File: config.mk
export PLATFORM = sky130hd
export DESIGN_NAME = calendar_date_add_days
export DESIGN_NICKNAME = d
export VERILOG_FILES = /design/src/rtl/cdad_pkg.sv /design/src/rtl/calendar_date_add_days.sv
export SDC_FILE = /design/constraint.sdc
export NUM_CORES = 2
export LEC_CHECK = 0
export ABC_AREA = 1
export BUFFER_PORTS_ARGS = -buffer_cell sky130_fd_sc_hd__buf_4
export CAP_MARGIN = 20
export CORE_MARGIN = 2
export CORE_UTILIZATION = 40
export CTS_CLUSTER_SIZE = 16
export DETAILED_ROUTE_END_ITERATION = 6
export PLACE_DENSITY_LB_ADDON = 0.15
export SYNTH_ARGS = -nofsm -noshare
export SYNTH_HDL_FRONTEND = slang
export SYNTH_SLANG_ARGS = --single-unit
File: constraint.sdc
create_clock -name clock -period 41 [get_ports clock]
set_clock_uncertainty 0.05 [all_clocks]
set_input_delay 8.2 -clock clock [delete_from_list [all_inputs] [get_ports clock]]
set_output_delay 8.2 -clock clock [all_outputs]
set_load 0.05 [all_outputs]
File: src/rtl/cdad_pkg.sv
// package: constants and small tables for the calendar date offset pipeline
package cdad_pkg;

   // number of register stages, the output register included
   localparam int StageCount = 9;

   // inverse scheme divisors
   localparam logic [63:0] EraDays  = 64'd146097;
   localparam logic [63:0] CentDiv  = 64'd1461001;
   localparam logic [63:0] MonthDiv = 64'd2447;
   localparam logic [63:0] Hundred  = 64'd100;

   // reciprocal multipliers: floor(num * x / d) = (x * mul) >> shift over the used range
   localparam int          Recip100Shift = 22;
   localparam logic [15:0] Recip100Mul   =
      16'(((64'd1 << Recip100Shift) + Hundred - 64'd1) / Hundred);

   localparam int          RecipNShift = 42;
   localparam logic [26:0] RecipNMul   =
      27'(((64'd4 << RecipNShift) + EraDays - 64'd1) / EraDays);

   localparam int          RecipIShift = 37;
   localparam logic [28:0] RecipIMul   =
      29'(((64'd4000 << RecipIShift) + CentDiv - 64'd1) / CentDiv);

   localparam int          RecipJShift = 21;
   localparam logic [16:0] RecipJMul   =
      17'(((64'd80 << RecipJShift) + MonthDiv - 64'd1) / MonthDiv);

   // floor(367 * (m - 2 - 12a) / 12), a = -1 for months 0..2
   function automatic logic [8:0] month_term(input logic [3:0] m);
      logic [8:0] r;
      case (m)
         4'd0:    r = 9'd305;
         4'd1:    r = 9'd336;
         4'd2:    r = 9'd367;
         4'd3:    r = 9'd30;
         4'd4:    r = 9'd61;
         4'd5:    r = 9'd91;
         4'd6:    r = 9'd122;
         4'd7:    r = 9'd152;
         4'd8:    r = 9'd183;
         4'd9:    r = 9'd214;
         4'd10:   r = 9'd244;
         4'd11:   r = 9'd275;
         4'd12:   r = 9'd305;
         4'd13:   r = 9'd336;
         4'd14:   r = 9'd367;
         default: r = 9'd397;
      endcase
      return r;
   endfunction

   // floor(2447 * j / 80)
   function automatic logic [8:0] day_term(input logic [3:0] j);
      logic [8:0] r;
      case (j)
         4'd0:    r = 9'd0;
         4'd1:    r = 9'd30;
         4'd2:    r = 9'd61;
         4'd3:    r = 9'd91;
         4'd4:    r = 9'd122;
         4'd5:    r = 9'd152;
         4'd6:    r = 9'd183;
         4'd7:    r = 9'd214;
         4'd8:    r = 9'd244;
         4'd9:    r = 9'd275;
         4'd10:   r = 9'd305;
         4'd11:   r = 9'd336;
         4'd12:   r = 9'd367;
         4'd13:   r = 9'd397;
         4'd14:   r = 9'd428;
         default: r = 9'd458;
      endcase
      return r;
   endfunction

endpackage

File: src/rtl/calendar_date_add_days.sv
// top level: gregorian date plus signed day offset through the julian day number
// an accepted req beat moves through the stage registers in order to its rsp beat
// throughput: one beat per cycle; the multiply stages set the depth, each pipe stage
//   holds one beat and empty stages fill even while the output register is stalled
// reset: synchronous, clears the stage valid bits only; payload registers are not reset
module calendar_date_add_days (
   input  logic               clock,
   input  logic               reset,
   input  logic               req_valid,
   output logic               req_stall,
   input  logic [13:0]        req_year,
   input  logic [3:0]         req_month,
   input  logic [4:0]         req_day,
   input  logic signed [20:0] req_day_offset,
   output logic               rsp_valid,
   input  logic               rsp_stall,
   output logic [13:0]        rsp_new_year,
   output logic [3:0]         rsp_new_month,
   output logic [4:0]         rsp_new_day,
   output logic [22:0]        rsp_day_number,
   output logic               rsp_out_of_range
);

   // stage valid bits and per-stage load enables
   logic [cdad_pkg::StageCount:1] v_ff, v_in, en;

   // a stage loads when it is empty or the stage after it moves on
   always_comb begin
      en[cdad_pkg::StageCount] = ~v_ff[cdad_pkg::StageCount] | ~rsp_stall;
      for (int k = cdad_pkg::StageCount - 1; k >= 1; k--) begin
         en[k] = ~v_ff[k] | en[k + 1];
      end
      v_in[1] = en[1] ? req_valid : v_ff[1];
      for (int k = 2; k <= cdad_pkg::StageCount; k++) begin
         v_in[k] = en[k] ? v_ff[k - 1] : v_ff[k];
      end
   end

   always_ff @(posedge clock) begin
      if (reset) begin
         v_ff <= '0;
      end else begin
         v_ff <= v_in;
      end
   end

   assign req_stall = ~en[1];
   assign rsp_valid = v_ff[cdad_pkg::StageCount];

   // ---------------- stage 1: month fold, year offsets, day sum ----------------
   logic               a_neg;
   logic [14:0]        y1_in, y1_ff;
   logic [14:0]        x3_in, x3_ff;
   logic [8:0]         t2_in, t2_ff;
   logic signed [22:0] dk_in, dk_ff;

   always_comb begin
      // january and february (and month zero) count as months of the prior year
      a_neg = req_month < 4'd3;
      y1_in = {1'b0, req_year} + (a_neg ? 15'd4799 : 15'd4800);
      x3_in = {1'b0, req_year} + (a_neg ? 15'd4899 : 15'd4900);
      t2_in = cdad_pkg::month_term(req_month);
      // day plus offset with the fixed epoch constant folded in
      dk_in = $signed({{2{req_day_offset[20]}}, req_day_offset})
            + $signed({18'b0, req_day}) - 23'sd32075;
   end

   always_ff @(posedge clock) begin
      if (en[1]) begin
         y1_ff <= y1_in;
         x3_ff <= x3_in;
         t2_ff <= t2_in;
         dk_ff <= dk_in;
      end
   end

   // ---------------- stage 2: year and century products ----------------
   logic [24:0]        p1_in, p1_ff;
   logic [30:0]        p3_in, p3_ff;
   logic [8:0]         t2b_ff;
   logic signed [22:0] dkb_ff;

   always_comb begin
      p1_in = {10'b0, y1_ff} * 25'd1461;
      // century count through a reciprocal of 100
      p3_in = {16'b0, x3_ff} * {15'b0, cdad_pkg::Recip100Mul};
   end

   always_ff @(posedge clock) begin
      if (en[2]) begin
         p1_ff  <= p1_in;
         p3_ff  <= p3_in;
         t2b_ff <= t2_ff;
         dkb_ff <= dk_ff;
      end
   end

   // ---------------- stage 3: julian day number sum ----------------
   logic [22:0]        t1;
   logic [7:0]         cent;
   logic [9:0]         cent3;
   logic [7:0]         t3;
   logic signed [24:0] jdn_sum;
   logic [23:0]        jdn3_in, jdn3_ff;

   always_comb begin
      t1      = p1_ff[24:2];
      cent    = p3_ff[29:22];
      cent3   = {2'b0, cent} * 10'd3;
      t3      = cent3[9:2];
      jdn_sum = $signed({2'b0, t1}) + $signed({16'b0, t2b_ff})
              - $signed({17'b0, t3}) + $signed({{2{dkb_ff[22]}}, dkb_ff});
      // the sum is positive for every input pattern
      jdn3_in = jdn_sum[23:0];
   end

   always_ff @(posedge clock) begin
      if (en[3]) begin
         jdn3_ff <= jdn3_in;
      end
   end

   // ---------------- stage 4: 400-year era quotient product ----------------
   logic [23:0] l4_in, l4_ff;
   logic [50:0] pn_in, pn_ff;
   logic [23:0] jdn4_ff;

   always_comb begin
      l4_in = jdn3_ff + 24'd68569;
      pn_in = {27'b0, l4_in} * {24'b0, cdad_pkg::RecipNMul};
   end

   always_ff @(posedge clock) begin
      if (en[4]) begin
         l4_ff   <= l4_in;
         pn_ff   <= pn_in;
         jdn4_ff <= jdn3_ff;
      end
   end

   // ---------------- stage 5: remove whole eras ----------------
   logic [7:0]  n5_in, n5_ff;
   logic [25:0] era_days;
   logic [23:0] l2_full;
   logic [15:0] l25_in, l25_ff;
   logic [23:0] jdn5_ff;

   always_comb begin
      n5_in    = pn_ff[49:42];
      era_days = {18'b0, n5_in} * 26'd146097 + 26'd3;
      l2_full  = l4_ff - era_days[25:2];
      l25_in   = l2_full[15:0];
   end

   always_ff @(posedge clock) begin
      if (en[5]) begin
         n5_ff   <= n5_in;
         l25_ff  <= l25_in;
         jdn5_ff <= jdn4_ff;
      end
   end

   // ---------------- stage 6: year within era product ----------------
   logic [15:0] l2p1;
   logic [44:0] pi_in, pi_ff;
   logic [15:0] l26_ff;
   logic [7:0]  n6_ff;
   logic [23:0] jdn6_ff;

   always_comb begin
      l2p1  = l25_ff + 16'd1;
      pi_in = {29'b0, l2p1} * {16'b0, cdad_pkg::RecipIMul};
   end

   always_ff @(posedge clock) begin
      if (en[6]) begin
         pi_ff   <= pi_in;
         l26_ff  <= l25_ff;
         n6_ff   <= n5_ff;
         jdn6_ff <= jdn5_ff;
      end
   end

   // ---------------- stage 7: day within march-based year ----------------
   logic [6:0]  i7_in, i7_ff;
   logic [17:0] yr_days;
   logic [15:0] l3_full;
   logic [8:0]  l37_in, l37_ff;
   logic [7:0]  n7_ff;
   logic [23:0] jdn7_ff;

   always_comb begin
      i7_in   = pi_ff[43:37];
      yr_days = {11'b0, i7_in} * 18'd1461;
      l3_full = l26_ff - yr_days[17:2] + 16'd31;
      l37_in  = l3_full[8:0];
   end

   always_ff @(posedge clock) begin
      if (en[7]) begin
         i7_ff   <= i7_in;
         l37_ff  <= l37_in;
         n7_ff   <= n6_ff;
         jdn7_ff <= jdn6_ff;
      end
   end

   // ---------------- stage 8: month index product ----------------
   logic [25:0] pj_in, pj_ff;
   logic [8:0]  l38_ff;
   logic [6:0]  i8_ff;
   logic [7:0]  n8_ff;
   logic [23:0] jdn8_ff;

   always_comb begin
      pj_in = {17'b0, l37_ff} * {9'b0, cdad_pkg::RecipJMul};
   end

   always_ff @(posedge clock) begin
      if (en[8]) begin
         pj_ff   <= pj_in;
         l38_ff  <= l37_ff;
         i8_ff   <= i7_ff;
         n8_ff   <= n7_ff;
         jdn8_ff <= jdn7_ff;
      end
   end

   // ---------------- stage 9: date fields, range check, output register ----------------
   logic [3:0]  mj;
   logic        k_wrap;
   logic [3:0]  mon;
   logic [8:0]  day_full;
   logic [15:0] n_m49;
   logic [15:0] ny;
   logic        flag;
   logic [13:0] rsp_new_year_in, rsp_new_year_ff;
   logic [3:0]  rsp_new_month_in, rsp_new_month_ff;
   logic [4:0]  rsp_new_day_in, rsp_new_day_ff;
   logic [22:0] rsp_day_number_in, rsp_day_number_ff;
   logic        rsp_out_of_range_in, rsp_out_of_range_ff;

   always_comb begin
      mj       = pj_ff[24:21];
      // month indexes past december (january and february) roll into the next year
      k_wrap   = mj >= 4'd11;
      mon      = k_wrap ? (mj - 4'd10) : (mj + 4'd2);
      day_full = l38_ff - cdad_pkg::day_term(mj);
      // year in 16-bit two's complement, may run negative
      n_m49    = {8'b0, n8_ff} - 16'd49;
      ny       = n_m49 * 16'd100 + {9'b0, i8_ff} + {15'b0, k_wrap};
      flag     = ny[15] || (ny == 16'd0) || (ny > 16'd9999);
      if (flag) begin
         rsp_new_year_in   = '0;
         rsp_new_month_in  = '0;
         rsp_new_day_in    = '0;
         rsp_day_number_in = '0;
      end else begin
         rsp_new_year_in   = ny[13:0];
         rsp_new_month_in  = mon;
         rsp_new_day_in    = day_full[4:0];
         rsp_day_number_in = jdn8_ff[22:0];
      end
      rsp_out_of_range_in = flag;
   end

   always_ff @(posedge clock) begin
      if (en[9]) begin
         rsp_new_year_ff     <= rsp_new_year_in;
         rsp_new_month_ff    <= rsp_new_month_in;
         rsp_new_day_ff      <= rsp_new_day_in;
         rsp_day_number_ff   <= rsp_day_number_in;
         rsp_out_of_range_ff <= rsp_out_of_range_in;
      end
   end

   assign rsp_new_year     = rsp_new_year_ff;
   assign rsp_new_month    = rsp_new_month_ff;
   assign rsp_new_day      = rsp_new_day_ff;
   assign rsp_day_number   = rsp_day_number_ff;
   assign rsp_out_of_range = rsp_out_of_range_ff;

endmodule

## After elaboration in Yosys (flattened, before gate mapping)

Memories as Yosys holds them, arrays and structs flattened. A register that Yosys moved wholly into a read port is not among the register bits.
Cells that the tools add are included.

- Shifts and indexed selects: 0
- Magnitude comparators: 3
- Muxes and demuxes: 4
- Add/subtract/negate cells: 19
- $mul: 9
- Reduce and logical (&&, ||, !) cells: 3
- Bitwise logic cells: 20
- Equal/unequal tests: 0
- Div/mod/pow operators: 0

Operators with widths:

| kind | number |
|---|---|
| multiplier 24 x 24 -> 47 bit (second input constant) | 1 |
| multiplier 16 x 28 -> 43 bit (second input constant) | 1 |
| adder 14 x 13 -> 15 bit | 2 |
| multiplier 15 x 13 -> 27 bit (second input constant) | 1 |
| multiplier 15 x 11 -> 25 bit (second input constant) | 1 |
| multiplier 9 x 17 -> 25 bit (second input constant) | 1 |
| adder 23 x 9 -> 24 bit | 1 |
| adder 24 x 17 -> 24 bit (second input constant) | 1 |
| adder 24 x 23 -> 24 bit | 1 |
| subtractor 24 x 8 -> 24 bit | 1 |
| subtractor 22 x 16 -> 23 bit (second input constant) | 1 |
| adder 21 x 6 -> 22 bit | 1 |
| adder 18 x 2 -> 18 bit (second input constant) | 1 |
| multiplier 8 x 18 -> 18 bit (second input constant) | 1 |
| adder 16 x 1 -> 16 bit | 1 |
| adder 16 x 1 -> 16 bit (second input constant) | 1 |
| adder 16 x 7 -> 16 bit | 1 |
| > comparator 16 x 14 -> 1 bit (second input constant) | 1 |
| logical NOT 16 bit | 1 |
| multiplier 16 x 5 -> 14 bit (second input constant) | 1 |
| subtractor 16 bit | 1 |
| multiplier 7 x 11 -> 11 bit (second input constant) | 1 |
| NOT 1 bit | 11 |
| multiplier 8 x 2 -> 10 bit (second input constant) | 1 |
| 13 further kinds | 23 |

- Latch bits: 0
- Bits in writable memories: 0
- Register bits: 548
- ROM bits: 288
- Memories kept: 2

Memories:

| name | depth | bits a word | read ports | clocked after Yosys merged registers in | write ports | line | source |
|---|---|---|---|---|---|---|---|
| (no name shown) | 16 | 9 | 1 | 1 | 0 | cdad_pkg.sv:57 | `case (j)` |
| (no name shown) | 16 | 9 | 1 | 1 | 0 | cdad_pkg.sv:33 | `case (m)` |

## Longest topological paths before layout

- Depth in word-level cells: 11
- Gate-level depth with buffers: 37
- Mapped depth without buffers: 37

## Least setup slack after synthesis

No wires, ideal clock.

- Kind: input -> output
- From: input port rsp_stall
- To: output port req_stall
- Path buffers: 0
- Stages: 16
- Required time: 32.750 ns
- Arrival time: 17.136 ns
- Slack: 15.614 ns
- Cells stage by stage: nand2_1 -> nor2_2 -> inv_2 -> nor2_1 -> inv_1 -> nor2_1 -> inv_1 -> nor2_1 -> inv_1 -> nor2_1 -> inv_1 -> nor2_1 -> inv_1 -> nor2_1 -> nand2_1 -> inv_1

- Word-level cells in the longest chain between the ends: 11

RTL lines:

| element | line | source |
|---|---|---|
| start: declaration | calendar_date_add_days.sv:16 | `input logic rsp_stall,` |
| NOT 1 bit | calendar_date_add_days.sv:29 | `en[cdad_pkg::StageCount] = ~v_ff[cdad_pkg::StageCount] \| ~rsp_stall;` |
| OR 1 bit | calendar_date_add_days.sv:29 |  |
| OR 1 bit (2 in series) | calendar_date_add_days.sv:31 | `en[k] = ~v_ff[k] \| en[k + 1];` |
| via en, one bit | calendar_date_add_days.sv:25 | `logic [cdad_pkg::StageCount:1] v_ff, v_in, en;` |
| OR 1 bit | calendar_date_add_days.sv:31 |  |
| via en, one bit | calendar_date_add_days.sv:25 |  |
| OR 1 bit | calendar_date_add_days.sv:31 |  |
| via en, one bit | calendar_date_add_days.sv:25 |  |
| OR 1 bit | calendar_date_add_days.sv:31 |  |
| via en, one bit | calendar_date_add_days.sv:25 |  |
| OR 1 bit | calendar_date_add_days.sv:31 |  |
| via en, one bit | calendar_date_add_days.sv:25 |  |
| OR 1 bit (2 in series) | calendar_date_add_days.sv:31 |  |
| NOT 1 bit | calendar_date_add_days.sv:47 | `assign req_stall = ~en[1];` |
| end: declaration | calendar_date_add_days.sv:10 | `output logic req_stall,` |

The timed path passes the listed nets, and every way through them passes these cells.

## Worst setup path after layout

- From: input port rsp_stall
- To: output port req_stall

- Word-level cells in the longest chain between the ends: 11

RTL lines:

| element | line |
|---|---|
| NOT 1 bit | calendar_date_add_days.sv:29 |
| OR 1 bit | calendar_date_add_days.sv:29 |
| via en, one bit | calendar_date_add_days.sv:25 |
| OR 1 bit (2 in series) | calendar_date_add_days.sv:31 |
| via en, one bit | calendar_date_add_days.sv:25 |
| OR 1 bit | calendar_date_add_days.sv:31 |
| via en, one bit | calendar_date_add_days.sv:25 |
| OR 1 bit | calendar_date_add_days.sv:31 |
| via en, one bit | calendar_date_add_days.sv:25 |
| OR 1 bit | calendar_date_add_days.sv:31 |
| via en, one bit | calendar_date_add_days.sv:25 |
| OR 1 bit | calendar_date_add_days.sv:31 |
| via en, one bit | calendar_date_add_days.sv:25 |
| OR 1 bit (2 in series) | calendar_date_add_days.sv:31 |
| NOT 1 bit | calendar_date_add_days.sv:47 |

The timed path passes the listed nets, and every way through them passes these cells.

==> summary.txt <==
Placed design
  – Detailed Place HPWL: 101000 microns
  – Routability cong.: ~0.90
  – PortBufs: 96

Logic synthesis
  – Primary FF master, synth: edfxtp_1
  – Ys async rst share: 0%
  – Cells after Synth: 5135
  – Post-synthesis register bit count: 443
  – Post-synth EDFFs: 429
  – Synth unique cells: 49
  – Synthesized Nets: 6639
  – Ys Warns: 0
  – Mapped Avg Cell Area: 9.90 sq um
  – Post-synthesis sequential area ratio: 25.9%
  – Syn Std Cell Area: slightly above 50000 sq um

Detailed routing
  – DR vias/cell: 4.74
  – Met2 Wirelength: 59000 microns
  – Top Metal Used: met4
  – Routed WL: between 100000 and 150000 microns
  – DRT Pass-1 Iters: 5
  – Post-DRT Antenna Nets: 0
  – Vias: 33016
  – 1st-iter DRT viols: 1461
  – WL met3: approximately 3000 microns
  – Routed met1 length: 50900 microns
  – WL per Instance: 16.6 microns
  – DRC errors left: 0

CTS
  – CTS root buf: clkbuf_16
  – Clock sink total: roughly 440
  – CTS tree: built
  – Clock latency on the worst-skew pair: 0.59 ns
  – Cts repair resizes: 0
  – CTS clk-pin slew, worst paths: 0.07 ns
  – Post-CTS setup repair buffer count: 0
  – Hold_buf cts: 0
  – Clock H-tree levels: 2
  – CTS max path bufs: 3
  – Num CTS Buffers: 44

Worst setup path
  – CP startpoint kind: primary input
  – R2R cell count: 33
  – Worst Setup End Kind: output pin
  – Crit Path Class: in2out
  – Critical Path Fanout Max: 62
  – Worst Path Required: about 33 ns
  – RR Startpoint: jdn3_ff[0]
  – Worst EP arrival: 12.73 ns
  – R2R setup slack: 32.60 ns
  – FF-to-FF End: pn_ff[48]
  – CP Capture Point: req_stall
  – Worst setup startpoint: rsp_stall

Global routing
  – Vias in the first global route: 35099
  – First-pass GRT wire length: 188000 microns
  – GRT Util Overall: between 10% and 20%
  – Grt ovf: 0
  – Initial antenna violation count: 0
  – Largest net degree at the start of global routing: 64

Flow run
  – Max_cap viols: 0

Die
  – Row count: 130
  – Initial core utilization: 40.4%
  – Die H: 361 microns
  – Boundary Pins: 97
  – Die width: 361 microns
  – Die area: 130000 sq um
  – Core area: 126000 sq um

Cells and area
  – Most frequent cells in the layout: 1386 x inv_1, 838 x ha_1, 618 x fa_1
  – Final nets: 6785
  – Layout cells sized above 1: 4.33%
  – Most common cell after layout, fill and taps aside: inv_1
  – Area growth syn-to-layout: 8.48%
  – Ant. Diodes: 0

STA
  – Final Hold Fails: 0
  – Total negative setup slack: 0 ns
  – # setup viols final: 0
  – Relative slew slack: 22.3%
  – Slew @ Worst Pin: approximately 1.2 ns
  – Final slew viol count: 0
  – Tcrit/Tclk final: between 50 and 60%
  – Max Clk Rate: roughly 48 MHz
  – RSZ-0062 raised after global routing: false
  – Tmin final: between 20 and 25 ns

Hold path
  – HP Class: reg2reg
  – Worst Hold Depth: 0

Status
  – Outcome: completed
[cell type report]
class	instances	area [sq um]
Sequential cell	443	13200
Clock buffer	52	1170
Fill cell	12320	70700
Timing Repair Buffer	111	846
Multi-Input combinational cell	3288	32400
Clock inverter	30	297
Inverter	1393	5230
Tap cell	1650	2060
[through the flow]
stage                     worst slack, ns  hold WS (ns)  cells  area [sq um]  util [%]
after floorplan                     15.61         0.350   5135         50900         -
after global placement              19.39         0.351   6884         53700      42.6
after detailed placement            19.40         0.355   6884         53700      42.6
after CTS                           19.39         0.337   6966         55200      43.8
after global routing                19.37         0.352   6967         55200      43.8
final                               20.02         0.343   6967         55200      43.8
[Yosys cell counts (3+ instances only)]
cell type	count	area share [%]
inv_1	1391	10
ha_1	838	21
fa_1	618	24
nand2_1	568	4.2
edfxtp_1	429	25
a21oi_1	262	2.6
nor2_1	250	1.8
xor2_1	168	2.9
o21ai_0	133	1.3
nand3_1	120	1.2
xnor2_1	66	1.1
nor3_1	45	0.44
nand4_1	39	0.48
a31oi_1	25	0.31
o21bai_1	21	0.31
a21o_1	20	0.30
o21a_1	15	0.22
dfxtp_1	14	0.55
nor2_4	11	0.24
or2_2	10	0.12
nor4_1	9	0.11
and3_1	7	0.086
o211ai_1	7	0.10
o221ai_1	7	0.12
a21boi_0	6	0.089
clkbuf_1	5	0.037
o2111ai_1	5	0.086
a31o_2	4	0.069
nand3b_1	4	0.059
o31ai_1	4	0.059
a211oi_1	3	0.044
and2_1	3	0.037
buf_6	3	0.066
nand2_2	3	0.037
nor2_2	3	0.037
[layer usage]
metal	up-vias	global-route usage, %
met5	-	0
met4	0	4.11
met3	124	1.76
met2	410	33.3
met1	15921	23.3
li1	16561	-
[sequential cells by signal (all words and copies together), names as in the netlist, 16 cells and up, named ones only]
signal	cells
dk_ff	23
rsp_day_number	23
l4_ff	16
l25_ff	16
p1_ff	23
jdn5_ff	23
jdn6_ff	23
jdn3_ff	24
jdn7_ff	23
jdn4_ff	23
dkb_ff	23
jdn8_ff	23
[critical path: stages]
cell	delay, ns
buf_4	0.11
nand2_2	0.06
nor2_2	0.08
inv_2	0.06
nor2_1	0.04
inv_2	0.22
buf_12	0.27
nor2_1	0.08
inv_2	0.06
nor2_1	0.04
inv_2	0.04
buf_4	0.51
nor2_1	0.11
inv_2	0.74
nor2_1	0.08
inv_1	0.74
nor2_1	0.22
nand2_2	0.11
buf_4	0.59
inv_1	0.10
buf_4	0.22
[worst min path at each step]
| stage | startpoint | end |
|---|---|---|
| 6_report | jdn5_ff[11] | jdn6_ff[11] |
| 3_5_place_dp | i7_ff[5] | i8_ff[5] |
| 3_3_place_gp | i7_ff[3] | i8_ff[3] |
| 4_1_cts | jdn5_ff[11] | jdn6_ff[11] |
| 2_1_floorplan | dk_ff[0] | dkb_ff[0] |
| 5_1_grt | jdn5_ff[11] | jdn6_ff[11] |
[kinds of logic after synthesis]
kind of cell               after synthesis  synth area share, %
DFF                                    443                 25.9
adders and majority gates             1456                 44.9
xor gates and xnor gates               235                 4.06
AOI/OAI and AO/OA                      519                 5.71
buffers and inverters                 1404                 10.4
and+or+nand+nor                       1078                 8.97
Power is left out: the tool's default activity adds up to more than one toggle a clock period on the data nets, which glitch-free logic cannot reach.
